## src/multichannel_current_pd_regulator_assert.svh

```systemverilog
// Assertion macros for the multichannel current regulator.
// Expects clk and rst to be visible where the macros are used.
`ifndef MULTICHANNEL_CURRENT_PD_REGULATOR_ASSERT_SVH
`define MULTICHANNEL_CURRENT_PD_REGULATOR_ASSERT_SVH

// The consequent must hold in the same cycle as the antecedent.
`define MCPD_ASSERT_SAME(label, ante, cons, msg) \
  label: assert property (@(posedge clk) disable iff (rst) (ante) |-> (cons)) \
    else $error(msg);

// The consequent must hold in the cycle after the antecedent.
`define MCPD_ASSERT_NEXT(label, ante, cons, msg) \
  label: assert property (@(posedge clk) disable iff (rst) (ante) |=> (cons)) \
    else $error(msg);

`endif

```

## src/mcpd_pkg.sv

```systemverilog
// Shared types and constants for the multichannel current regulator.
// No dependencies; every other file of the block but the assertion macro header imports this package.
`timescale 1ns / 1ps

package mcpd_pkg;

  localparam int DEFAULT_CHANNELS = 4;

  localparam int CHAN_W   = 2;
  localparam int SENSE_W  = 12;
  localparam int TARGET_W = 16;
  localparam int CODE_W   = 8;
  localparam int CUR_W    = 28;
  localparam int CFG_W    = 64;
  localparam int LANE_W   = 16;
  localparam int CFG_IDX_W = 2;

  localparam int MUL_A_W = CUR_W + 1;
  localparam int MUL_B_W = LANE_W + 1;
  localparam int MUL_P_W = MUL_A_W + MUL_B_W;
  localparam int SUM_W   = MUL_P_W + 1;
  localparam int FRAC_SHIFT = 28;
  localparam int ADJ_W   = SUM_W - FRAC_SHIFT;
  localparam int FILT_SHIFT = 16;
  localparam int TARGET_SHIFT = 12;

  localparam logic [MUL_B_W-1:0] FILT_KEEP = MUL_B_W'(65405);
  localparam logic [CUR_W-1:0] CUR_MAX = {CUR_W{1'b1}};
  localparam logic [SUM_W-1:0] TRUNC_BIAS = SUM_W'((64'd1 << FRAC_SHIFT) - 64'd1);

  localparam logic [CFG_IDX_W-1:0] REG_MIN_CURRENTS = 2'd0;
  localparam logic [CFG_IDX_W-1:0] REG_PROP_GAINS   = 2'd1;
  localparam logic [CFG_IDX_W-1:0] REG_DERIV_GAINS  = 2'd2;

  typedef enum logic [2:0] {
    S_IDLE,
    S_FILT,
    S_AVG,
    S_PROP,
    S_DERIV,
    S_SUM,
    S_ADJ,
    S_DONE
  } state_t;

  typedef struct packed {
    logic signed [MUL_A_W-1:0] a;
    logic signed [MUL_B_W-1:0] b;
  } mul_op_t;

endpackage

```

## src/mcpd_if.sv

```systemverilog
// Request and result channel interfaces of the multichannel current regulator.
// Depends on mcpd_pkg for the field widths.
`timescale 1ns / 1ps

interface mcpd_in_if import mcpd_pkg::*; ();
  logic                valid;
  logic                ready;
  logic [CHAN_W-1:0]   channel;
  logic [SENSE_W-1:0]  sense_code;
  logic [TARGET_W-1:0] target_current;

  modport source (output valid, channel, sense_code, target_current, input ready);
  modport sink (input valid, channel, sense_code, target_current, output ready);
endinterface

interface mcpd_out_if import mcpd_pkg::*; ();
  logic              valid;
  logic              ready;
  logic [CHAN_W-1:0] out_channel;
  logic              drive_enable;
  logic [CODE_W-1:0] drive_code;

  modport source (output valid, out_channel, drive_enable, drive_code, input ready);
  modport sink (input valid, out_channel, drive_enable, drive_code, output ready);
endinterface

```

## src/mcpd_mul.sv

```systemverilog
// Shared signed multiplier of the regulator, with a registered product.
// Depends on mcpd_pkg for the operand struct and widths.
`timescale 1ns / 1ps

module mcpd_mul import mcpd_pkg::*; (
  input  logic                       clk,
  input  mul_op_t                    op,
  output logic signed [MUL_P_W-1:0]  product
);

  always_ff @(posedge clk) begin
    product <= MUL_P_W'(op.a) * MUL_P_W'(op.b);
  end

endmodule

```

## src/multichannel_current_pd_regulator.sv

```systemverilog
// Top level of the multichannel current regulator: sequencer, channel state and config.
// Depends on mcpd_pkg, mcpd_if, mcpd_mul and the assertion macro header.
`timescale 1ns / 1ps
`include "multichannel_current_pd_regulator_assert.svh"

// Each request updates one channel's filtered current and runs a PD step on its
// 8-bit drive code. An enabled request goes from acceptance through S_FILT, S_AVG,
// S_PROP, S_DERIV, S_SUM and S_ADJ to S_DONE, since the filter, proportional and
// derivative products go one after another through a single 29x17 multiplier,
// followed by the add, truncate and clamp steps. A new request is taken only in
// S_IDLE, so one request is handled at a time. A request for a disabled channel or a
// channel beyond CHANNELS skips the arithmetic and goes from acceptance straight to
// S_DONE. From S_DONE a finished result enters an output register and sits there
// until taken; a further finished result waits in S_DONE until the register frees.
// Reset clears all channel state and the gain and threshold registers.
module multichannel_current_pd_regulator import mcpd_pkg::*; #(
  parameter int CHANNELS = DEFAULT_CHANNELS
) (
  input  logic                 clk,
  input  logic                 rst,
  input  logic                 cfg_we,
  input  logic [CFG_IDX_W-1:0] cfg_index,
  input  logic [CFG_W-1:0]     cfg_data,
  mcpd_in_if.sink              samples,
  mcpd_out_if.source           results
);

  localparam int CH_IDX_W = (CHANNELS > 1) ? $clog2(CHANNELS) : 1;

  logic [CFG_W-1:0] min_currents;
  logic [CFG_W-1:0] prop_gains;
  logic [CFG_W-1:0] deriv_gains;

  state_t state, state_next;

  logic [CHAN_W-1:0]   ch;
  logic [SENSE_W-1:0]  sample;
  logic [TARGET_W-1:0] target;
  logic                skip;
  logic                live;

  logic [CUR_W-1:0]  filt [CHANNELS];
  logic [CUR_W-1:0]  prev [CHANNELS];
  logic [CODE_W-1:0] code_mem [CHANNELS];

  logic [CUR_W-1:0]          avg;
  logic signed [MUL_P_W-1:0] acc;
  logic signed [SUM_W-1:0]   sum;
  logic signed [ADJ_W-1:0]   adj;

  logic              out_valid;
  logic [CHAN_W-1:0] out_channel;
  logic              out_enable;
  logic [CODE_W-1:0] out_code;

  logic                      accept;
  logic                      out_free;
  logic                      live_in;
  logic                      skip_in;
  logic [CH_IDX_W-1:0]       ch_idx;
  logic [LANE_W-1:0]         kp;
  logic [LANE_W-1:0]         kd;
  logic [19:0]               sample_x131;
  logic [CUR_W:0]            avg_sum;
  logic [CUR_W-1:0]          avg_sat;
  logic signed [MUL_A_W-1:0] err;
  logic signed [MUL_A_W-1:0] delta;
  logic signed [SUM_W-1:0]   sum_biased;
  logic signed [ADJ_W:0]     code_wide;
  logic [CODE_W-1:0]         code_sat;
  mul_op_t                   mul_op;
  logic signed [MUL_P_W-1:0] product;

  mcpd_mul u_mul (
    .clk     (clk),
    .op      (mul_op),
    .product (product)
  );

  assign accept   = samples.valid && samples.ready;
  assign out_free = !out_valid || results.ready;
  assign samples.ready = (state == S_IDLE);

  assign live_in = ({1'b0, samples.channel} < 3'(CHANNELS));
  assign skip_in = !live_in ||
                   (samples.target_current <= min_currents[samples.channel*LANE_W +: LANE_W]);

  assign ch_idx = ch[CH_IDX_W-1:0];
  assign kp = prop_gains[ch*LANE_W +: LANE_W];
  assign kd = deriv_gains[ch*LANE_W +: LANE_W];

  assign sample_x131 = (20'(sample) << 7) + (20'(sample) << 1) + 20'(sample);
  assign avg_sum = {1'b0, product[CUR_W+FILT_SHIFT-1:FILT_SHIFT]} + (CUR_W+1)'(sample_x131);
  assign avg_sat = avg_sum[CUR_W] ? CUR_MAX : avg_sum[CUR_W-1:0];

  assign err   = $signed({1'b0, avg}) - $signed({1'b0, target, {TARGET_SHIFT{1'b0}}});
  assign delta = $signed({1'b0, avg}) - $signed({1'b0, prev[ch_idx]});

  assign sum_biased = sum + $signed(sum[SUM_W-1] ? TRUNC_BIAS : '0);

  assign code_wide = $signed({{(ADJ_W+1-CODE_W){1'b0}}, code_mem[ch_idx]}) -
                     $signed({adj[ADJ_W-1], adj});
  assign code_sat = code_wide[ADJ_W] ? '0 :
                    (code_wide[ADJ_W-1:CODE_W] != '0) ? {CODE_W{1'b1}} :
                    code_wide[CODE_W-1:0];

  always_comb begin
    mul_op.a = '0;
    mul_op.b = '0;
    case (state)
      S_FILT: begin
        mul_op.a = $signed({1'b0, filt[ch_idx]});
        mul_op.b = $signed(FILT_KEEP);
      end
      S_PROP: begin
        mul_op.a = err;
        mul_op.b = $signed({1'b0, kp});
      end
      S_DERIV: begin
        mul_op.a = delta;
        mul_op.b = $signed({1'b0, kd});
      end
      default: begin
      end
    endcase
  end

  always_ff @(posedge clk) begin
    if (rst) begin
      state <= S_IDLE;
    end else begin
      state <= state_next;
    end
  end

  always_comb begin
    state_next = state;
    case (state)
      S_IDLE: begin
        if (accept) begin
          state_next = skip_in ? S_DONE : S_FILT;
        end
      end
      S_FILT:  state_next = S_AVG;
      S_AVG:   state_next = S_PROP;
      S_PROP:  state_next = S_DERIV;
      S_DERIV: state_next = S_SUM;
      S_SUM:   state_next = S_ADJ;
      S_ADJ:   state_next = S_DONE;
      S_DONE: begin
        if (out_free) begin
          state_next = S_IDLE;
        end
      end
      default: state_next = S_IDLE;
    endcase
  end

  always_ff @(posedge clk) begin
    if (rst) begin
      min_currents <= '0;
      prop_gains   <= '0;
      deriv_gains  <= '0;
    end else if (cfg_we) begin
      case (cfg_index)
        REG_MIN_CURRENTS: min_currents <= cfg_data;
        REG_PROP_GAINS:   prop_gains   <= cfg_data;
        REG_DERIV_GAINS:  deriv_gains  <= cfg_data;
        default: begin
        end
      endcase
    end
  end

  always_ff @(posedge clk) begin
    if (accept) begin
      ch     <= samples.channel;
      sample <= samples.sense_code;
      target <= samples.target_current;
      skip   <= skip_in;
      live   <= live_in;
    end
    if (state == S_AVG) begin
      avg <= avg_sat;
    end
    if (state == S_DERIV) begin
      acc <= product;
    end
    if (state == S_SUM) begin
      sum <= SUM_W'(acc) + SUM_W'(product);
    end
    if (state == S_ADJ) begin
      adj <= ADJ_W'(sum_biased >>> FRAC_SHIFT);
    end
    if (state == S_DONE && out_free) begin
      out_channel <= ch;
      out_enable  <= !skip;
      out_code    <= skip ? '0 : code_sat;
    end
  end

  always_ff @(posedge clk) begin
    if (rst) begin
      for (int i = 0; i < CHANNELS; i++) begin
        filt[i]     <= '0;
        prev[i]     <= '0;
        code_mem[i] <= '0;
      end
    end else if (state == S_DONE && out_free && live) begin
      if (skip) begin
        code_mem[ch_idx] <= '0;
      end else begin
        filt[ch_idx]     <= avg;
        prev[ch_idx]     <= avg;
        code_mem[ch_idx] <= code_sat;
      end
    end
  end

  always_ff @(posedge clk) begin
    if (rst) begin
      out_valid <= 1'b0;
    end else if (state == S_DONE && out_free) begin
      out_valid <= 1'b1;
    end else if (results.ready) begin
      out_valid <= 1'b0;
    end
  end

  assign results.valid        = out_valid;
  assign results.out_channel  = out_channel;
  assign results.drive_enable = out_enable;
  assign results.drive_code   = out_code;

  `MCPD_ASSERT_NEXT(a_accept_starts, samples.valid && samples.ready, state != S_IDLE, "accepted request did not start")
  `MCPD_ASSERT_NEXT(a_done_presents, state == S_DONE && out_free, results.valid, "finished request not presented")
  `MCPD_ASSERT_SAME(a_disabled_zero, results.valid && !results.drive_enable, results.drive_code == '0, "disabled result has nonzero code")

endmodule

```

## src/flat_wrapper.sv

```systemverilog
// flat-port wrapper written by rule: the top's interface ports become plain ports
module multichannel_current_pd_regulator_flat import mcpd_pkg::*;
#(
  parameter int CHANNELS = DEFAULT_CHANNELS
)
  (clk, rst, cfg_we, cfg_index, cfg_data, samples_valid, samples_channel, samples_sense_code, samples_target_current, samples_ready, results_valid, results_out_channel, results_drive_enable, results_drive_code, results_ready);
  mcpd_in_if samples_i ();
  mcpd_out_if results_i ();
  input  logic clk;
  input  logic rst;
  input  logic cfg_we;
  input  logic [CFG_IDX_W-1:0] cfg_index;
  input  logic [CFG_W-1:0] cfg_data;
  input wire logic [$bits(samples_i.valid)-1:0] samples_valid;
  input wire logic [$bits(samples_i.channel)-1:0] samples_channel;
  input wire logic [$bits(samples_i.sense_code)-1:0] samples_sense_code;
  input wire logic [$bits(samples_i.target_current)-1:0] samples_target_current;
  output wire logic [$bits(samples_i.ready)-1:0] samples_ready;
  output wire logic [$bits(results_i.valid)-1:0] results_valid;
  output wire logic [$bits(results_i.out_channel)-1:0] results_out_channel;
  output wire logic [$bits(results_i.drive_enable)-1:0] results_drive_enable;
  output wire logic [$bits(results_i.drive_code)-1:0] results_drive_code;
  input wire logic [$bits(results_i.ready)-1:0] results_ready;
  assign samples_i.valid = samples_valid;
  assign samples_i.channel = samples_channel;
  assign samples_i.sense_code = samples_sense_code;
  assign samples_i.target_current = samples_target_current;
  assign samples_ready = samples_i.ready;
  assign results_valid = results_i.valid;
  assign results_out_channel = results_i.out_channel;
  assign results_drive_enable = results_i.drive_enable;
  assign results_drive_code = results_i.drive_code;
  assign results_i.ready = results_ready;
  multichannel_current_pd_regulator #(.CHANNELS(CHANNELS)) u_core (.clk(clk), .rst(rst), .cfg_we(cfg_we), .cfg_index(cfg_index), .cfg_data(cfg_data), .samples(samples_i), .results(results_i));
endmodule
```

## config.mk

```make
export PLATFORM = sky130hd
export DESIGN_NAME = multichannel_current_pd_regulator_flat
export DESIGN_NICKNAME = d
export VERILOG_FILES = /design/src/mcpd_pkg.sv /design/src/mcpd_if.sv /design/src/mcpd_mul.sv /design/src/multichannel_current_pd_regulator.sv /design/src/flat_wrapper.sv
export VERILOG_INCLUDE_DIRS = /design/src /design/src/src
export SDC_FILE = /design/constraint.sdc
export NUM_CORES = 2
export LEC_CHECK = 0
export ABC_AREA = 1
export ABC_CLOCK_PERIOD_IN_PS = 8100
export BUFFER_PORTS_ARGS = -buffer_cell sky130_fd_sc_hd__clkbuf_2
export CORE_UTILIZATION = 39
export DETAILED_ROUTE_END_ITERATION = 12
export PLACE_DENSITY_LB_ADDON = 0.3
export SLEW_MARGIN = 15
export SYNTH_ARGS = -nofsm -noshare
export SYNTH_HDL_FRONTEND = slang
export SYNTH_HIERARCHICAL = 1
export SYNTH_SLANG_ARGS = --single-unit
```

## constraint.sdc

```tcl
create_clock -name clk -period 8.1 [get_ports clk]
set_clock_uncertainty 0.1 [all_clocks]
set_input_delay 1.62 -clock clk [delete_from_list [all_inputs] [get_ports clk]]
set_output_delay 1.62 -clock clk [all_outputs]
set_load 0.02 [all_outputs]
```

---- Yosys cells after proc, flatten, opt, wreduce, memory -nomap -nowiden ----
Memory sizes are Yosys's and may differ from the RTL's. A register that Yosys moved wholly into a read port is not among the register bits.
Index checks and enable logic that the tools add are counted.
cells by class
  shift operators ......................... 3
  bitwise gates (word level) .............. 1
  add/sub/neg operators ................... 8
  divide/modulo/power cells ............... 0
  magnitude comparators ................... 1
  reduce and logical (&&, ||, !) cells .... 16
  multiplexer cells ....................... 33
  eq/ne operators ......................... 11
  multipliers ............................. 1
operators with widths
  cell                                           count
  indexed part select 64 x 7 -> 16 bit           3
  one-hot mux 46 bit (3 select lines)            1
  2-to-1 mux 28 bit                              3
  subtractor 28 x 28 -> 29 bit                   2
  OR reduction 28 bit                            2
  adder 46 x 46 -> 47 bit                        1
  adder 47 bit                                   1
  multiplier 29 x 17 -> 46 bit                   1
  2-to-1 mux 8 bit                               4
  adder 28 x 20 -> 29 bit                        1
  one-hot mux 3 bit (8 select lines)             1
  adder 19 x 13 -> 20 bit                        1
  adder 20 x 12 -> 20 bit                        1
  subtractor 9 x 19 -> 20 bit                    1
  less-or-equal comparator 16 bit                1
  2-to-1 mux 1 bit                               15
  == test 3 bit, second input constant           4
  2-to-1 mux 2 bit                               6
  nonzero test 11 bit                            1
  2-to-1 mux 3 bit                               3
  AND reduction 2 bit                            4
  OR reduction 8 bit                             1
  == test 3 x 2 -> 1 bit, second input constant  2
  == test 3 x 1 -> 1 bit, second input constant  1
  other kinds (11)                               13
storage, ports and cells
  logic and storage cells ................. 94
  memories ................................ 3
  output and inout port bits .............. 13
  latch bits .............................. 0
  flip-flop bits (word level) ............. 424
  memory bits (writable) .................. 256
  memory bits (read-only) ................. 0
  bits of input ports ..................... 101
memory list
  memory           words  width  rd ports  clocked after Yosys merged registers in  write ports  RTL line                                 text
  u_core.filt      4      28     1         1                                        4            multichannel_current_pd_regulator.sv:42  logic [CUR_W-1:0] filt [CHANNELS];
  u_core.prev      4      28     1         1                                        4            multichannel_current_pd_regulator.sv:43  logic [CUR_W-1:0] prev [CHANNELS];
  u_core.code_mem  4      8      1         1                                        4            multichannel_current_pd_regulator.sv:44  logic [CODE_W-1:0] code_mem [CHANNELS];

---- Logic depth before layout (Yosys ltp) ----
  depth in word-level cells ............... 9
  gate-level depth with buffers ........... 47
  gate-level depth less buffers ........... 43

---- By module ----
Netlist, hierarchy kept.
modules (own cells, without submodules)
  module                             seq. area each (um2)  area an instance (um2)  cells an instance  times used
  multichannel_current_pd_regulator  13,753.2              31,337.6                3,899              1
  mcpd_mul                           920.9                 19,997.9                2,674              1

---- Worst setup path before layout ----
OpenSTA, ideal clock, no wires.
  path type ............................... register -> register
  from .................................... register with a tool-made name
  to ...................................... register u_core.u_mul.product[44]
  library setup time ...................... 113 ps
  required time ........................... 7,887 ps
  arrival time ............................ 7,829 ps
  setup slack ............................. 58 ps
  cell stages (with the launch flop) ...... 36
  buffers on the path ..................... 4
  period minus slack after synthesis ...... 8,042 ps
  path through ............................ dfxtp_1 -> buf_2 -> inv_2 -> clkbuf_1 -> o21ai_0 -> o22ai_1 -> ha_1 -> inv_1 -> fa_1 -> nand3_1 -> nand2_1 -> a21oi_1 -> o21ai_0 -> a21oi_1 -> o211ai_1 -> nand2_1 -> clkbuf_1 -> clkbuf_1 -> nand2_1 -> fa_1 -> inv_1 -> fa_1 -> fa_1 -> fa_1 -> fa_1 -> inv_1 -> fa_1 -> inv_1 -> ha_1 -> inv_1 -> nor3_1 -> nand2_1 -> nor2_1 -> nand3_1 -> nand4_1 -> nand2_1
RTL lines
  item                  RTL line        text
  end signal, assigned  mcpd_mul.sv:12  product <= MUL_P_W'(op.a) * MUL_P_W'(op.b);
  end, declared         mcpd_mul.sv:8   output logic signed [MUL_P_W-1:0] product

==> key figures <==
Finish
  – Footprint of the multi-input gates: 31800 um2
  – Layout cells sized above 1: roughly 12%
  – Nets: a little under 8000
  – Core Util, Final: 45.7%
  – Synthesis-to-layout area growth: 15.7%
  – Commonest non-fill, non-tap cells in the layout: nand2_1 (1475), inv_1 (1272), nor2_1 (676)
  – Layout fillers: approximately 13000
  – Commonest non-fill, non-tap cell in the layout: nand2_1
  – Register area: 14700 um2

STA
  – Period utilization: a little over nine tenths
  – Final Hold Fails: 0
  – Rel. slew slack: 19.2%
  – WHS: between 0.3 and 0.4 ns
  – Top achievable clock speed: ~130 MHz
  – Worst Tran Pin Value: 1.21 ns
  – Tmin final: slightly below 8 ns
  – Endpoints failing setup: 0
  – Final Max Slew Viols: 0

Synth
  – Yosys reg bits: 570
  – Cells after Synth: 6573
  – Primary FF master, synth: edfxtp_1
  – Syn Area/Cell: between 7 and 8 um2
  – Mapped Area: roughly 51000 um2
  – Syn_nets: between 7000 and 8000
  – FFs w/ async S/R, synth: 0%
  – Synthesis Warnings: 6
  – Register area share after synthesis: around 29%
  – Post-synthesis cell type count: between 60 and 70
  – Post-synth EDFFs: between 300 and 400

Route
  – First-iteration detailed-routing DRC count: about 3300
  – WL/cell: ~18 um
  – Detailed Routing Iterations Pass 1: 6
  – Vias per std cell: between 5 and 6
  – Post-route ant nets: 0
  – Remaining DRCs: 0
  – DR vias: between 40000 and 50000
  – Final wirelength: about 160000 um

Worst setup path
  – Crit path required time: around 8.5 ns
  – Worst path arrival time: approximately 8.4 ns
  – Crit Path Category: register to register
  – Most used cell, CP: inv_1
  – Slowest stage delay, CP: approximately 0.54 ns
  – Crit-path slowest cell: fa_1
  – Worst Setup Start Kind: register
  – Crit path max fanout: 12
  – Critical path capture point type: register

Global routing
  – Initial antenna violation count: 10
  – Vias in the first global route: about 43000
  – First-pass GRT wire length: between 200000 and 250000 um
  – Grt ovf: 0
  – GRT Util Overall: a little under a quarter
  – Largest net degree at the start of global routing: between 100 and 150

Placed design
  – Post-DP HPWL: around 120000 um
  – Input/output buffers: about 110
  – GPL Wtd Cong: between 0.9 and 1

Clock network
  – Max Buffers Root-to-Sink: 3
  – H-tree lvl count: 3
  – CTS tree: done
  – Clk slew on worst S/H paths: about 0.060 ns
  – Num CTS Buffers: between 60 and 70
  – CTS sink cnt: 570
  – Later-pin clock latency in the skew report: about 0.7 ns
  – CTS root buffer: clkbuf_16
  – CTS Hold Bufs: 0

Run
  – Max_cap viols: 0

Status
  – Outcome: finished, final reports clean

Floorplan
  – I/O Pins: around 110
  – Core ar.: 130000 um2
  – Die Area: 133000 um2
  – Die span in y: about 360 um
  – Chip width: approximately 360 um
  – Initial core utilization: about 39%
  – Row count: between 100 and 150

Min path
  – Hold crit path type: register to register
==> flip-flops by register name, summed over array words and instances, names as in the netlist, 8 cells and up, named ones only <==
register	cells
u_core/acc	46
u_core/adj	19
u_core/avg	28
u_core/code_mem	32
u_core/deriv_gains	64
u_core/filt	84
u_core/min_currents	64
u_core/prev	28
u_core/prop_gains	64
u_core/results.drive_code	8
u_core/sample	12
u_core/sum	47
u_core/target	16
u_core/u_mul/product	46
==> per-layer routing <==
| layer | vias to the layer above | share of wire, % | track usage, % |
|---|---|---|---|
| met5 | - | 0.014 | 0 |
| met4 | 4 | 2.7 | 6.92 |
| met3 | 242 | 6.3 | 3.42 |
| met2 | 1260 | 47 | 39.2 |
| met1 | 21200 | 44 | 32.4 |
| li1 | 21000 | - | - |
==> what timing repair did <==
| item | 4_1_cts | 5_1_grt |
|---|---|---|
| setup buffers | 2 | 17 |
| gates cloned | 0 | 7 |
| gates resized for setup | 18 | 198 |
| pin swaps | 3 | 41 |
| endpoints found under the setup margin | 25 | 32 |
==> stage by stage <==
stage | instance area [um2] | worst slack (ns) | setup TNS, ns | instances
after CTS | 58100 | -0.0106 | -0.0224 | 8583
after detailed placement | 55900 | -0.162 | -1.21 | 8459
after global routing | 59400 | -0.0469 | -0.309 | 8611
after global placement | 55900 | -0.0933 | -0.588 | 8459
final | 59400 | 0.179 | 0 | 8611
after floorplan | 51300 | 0.0577 | 0 | 6573
==> critical path: cells and delay by family, from the launching register on <==
kind,cells,cell delay (ns)
AO/OA/AOI/OAI,4,0.67
adder cells (fa/ha/maj),9,3.80
flip-flops,1,0.41
buffers and inverters,12,1.38
AND/OR/NAND/NOR,13,1.45
==> path summary, 6_finish.rpt <==
check	slack, ns	to	from	cells after the start
worst min-delay path	0.34	u_core/deriv_gains[45]	u_core/deriv_gains[45]	2
worst max-delay path	0.18	u_core/u_mul/product[30]	register	38
worst min register to register	0.34	u_core/deriv_gains[45]	u_core/deriv_gains[45]	2
worst max register to register	0.18	u_core/u_mul/product[30]	register	38
==> cells by family after synthesis <==
family	Yosys count	synth area share [%]
other	1	0.00730
buffers and inverters	1559	11.5
AO/OA/AOI/OAI	938	10.7
XOR/XNOR	97	1.65
flip-flops	570	28.6
AND/OR/NAND/NOR	2620	21.1
adder cells (fa/ha/maj)	788	26.5
==> cells in the mapped netlist (4+ instances only) <==
library cell / number / area, um2
nand3_1: 194 / 971
nand3_2: 24 / 240
a31oi_1: 24 / 150
nand2_2: 24 / 150
inv_1: 1276 / 4790
nor2_4: 15 / 169
buf_1: 14 / 52.6
o22ai_1: 11 / 68.8
o21a_1: 9 / 67.6
nor3_2: 4 / 40.0
inv_2: 23 / 86.3
nand3b_1: 11 / 82.6
fa_1: 498 / 9970
xnor2_1: 31 / 272
nor4_1: 14 / 87.6
o221ai_1: 14 / 123
a21o_1: 26 / 195
xor2_1: 66 / 578
o211ai_1: 38 / 285
nor2_2: 24 / 150
and2_1: 4 / 25.0
dfxtp_1: 244 / 4880
a21oi_1: 330 / 1650
clkbuf_1: 218 / 818
nor3_1: 37 / 185
o21ai_0: 351 / 1760
a21boi_0: 8 / 60.1
a41oi_1: 14 / 123
o2111ai_1: 17 / 149
nand4_1: 31 / 194
edfxtp_1: 326 / 9790
or2_2: 25 / 156
a32o_1: 39 / 390
nand2_1: 1503 / 5640
a211oi_1: 6 / 45.0
o21bai_1: 30 / 225
nor2_1: 697 / 2620
ha_1: 290 / 3630
buf_2: 22 / 110
==> layout make-up <==
type                    instances  area share (%)
diodes                          3          0.0126
well taps                    1742            3.67
multi-input cells            4444            53.5
flip-flops and latches        570            24.7
repair buffers                428            6.14
clock inverters                35           0.613
inverters                    1302            8.25
clock buffers                  87            3.11
Power is not shown: default switching activity piles up to over one toggle a cycle in this logic, so the estimate is an artifact.
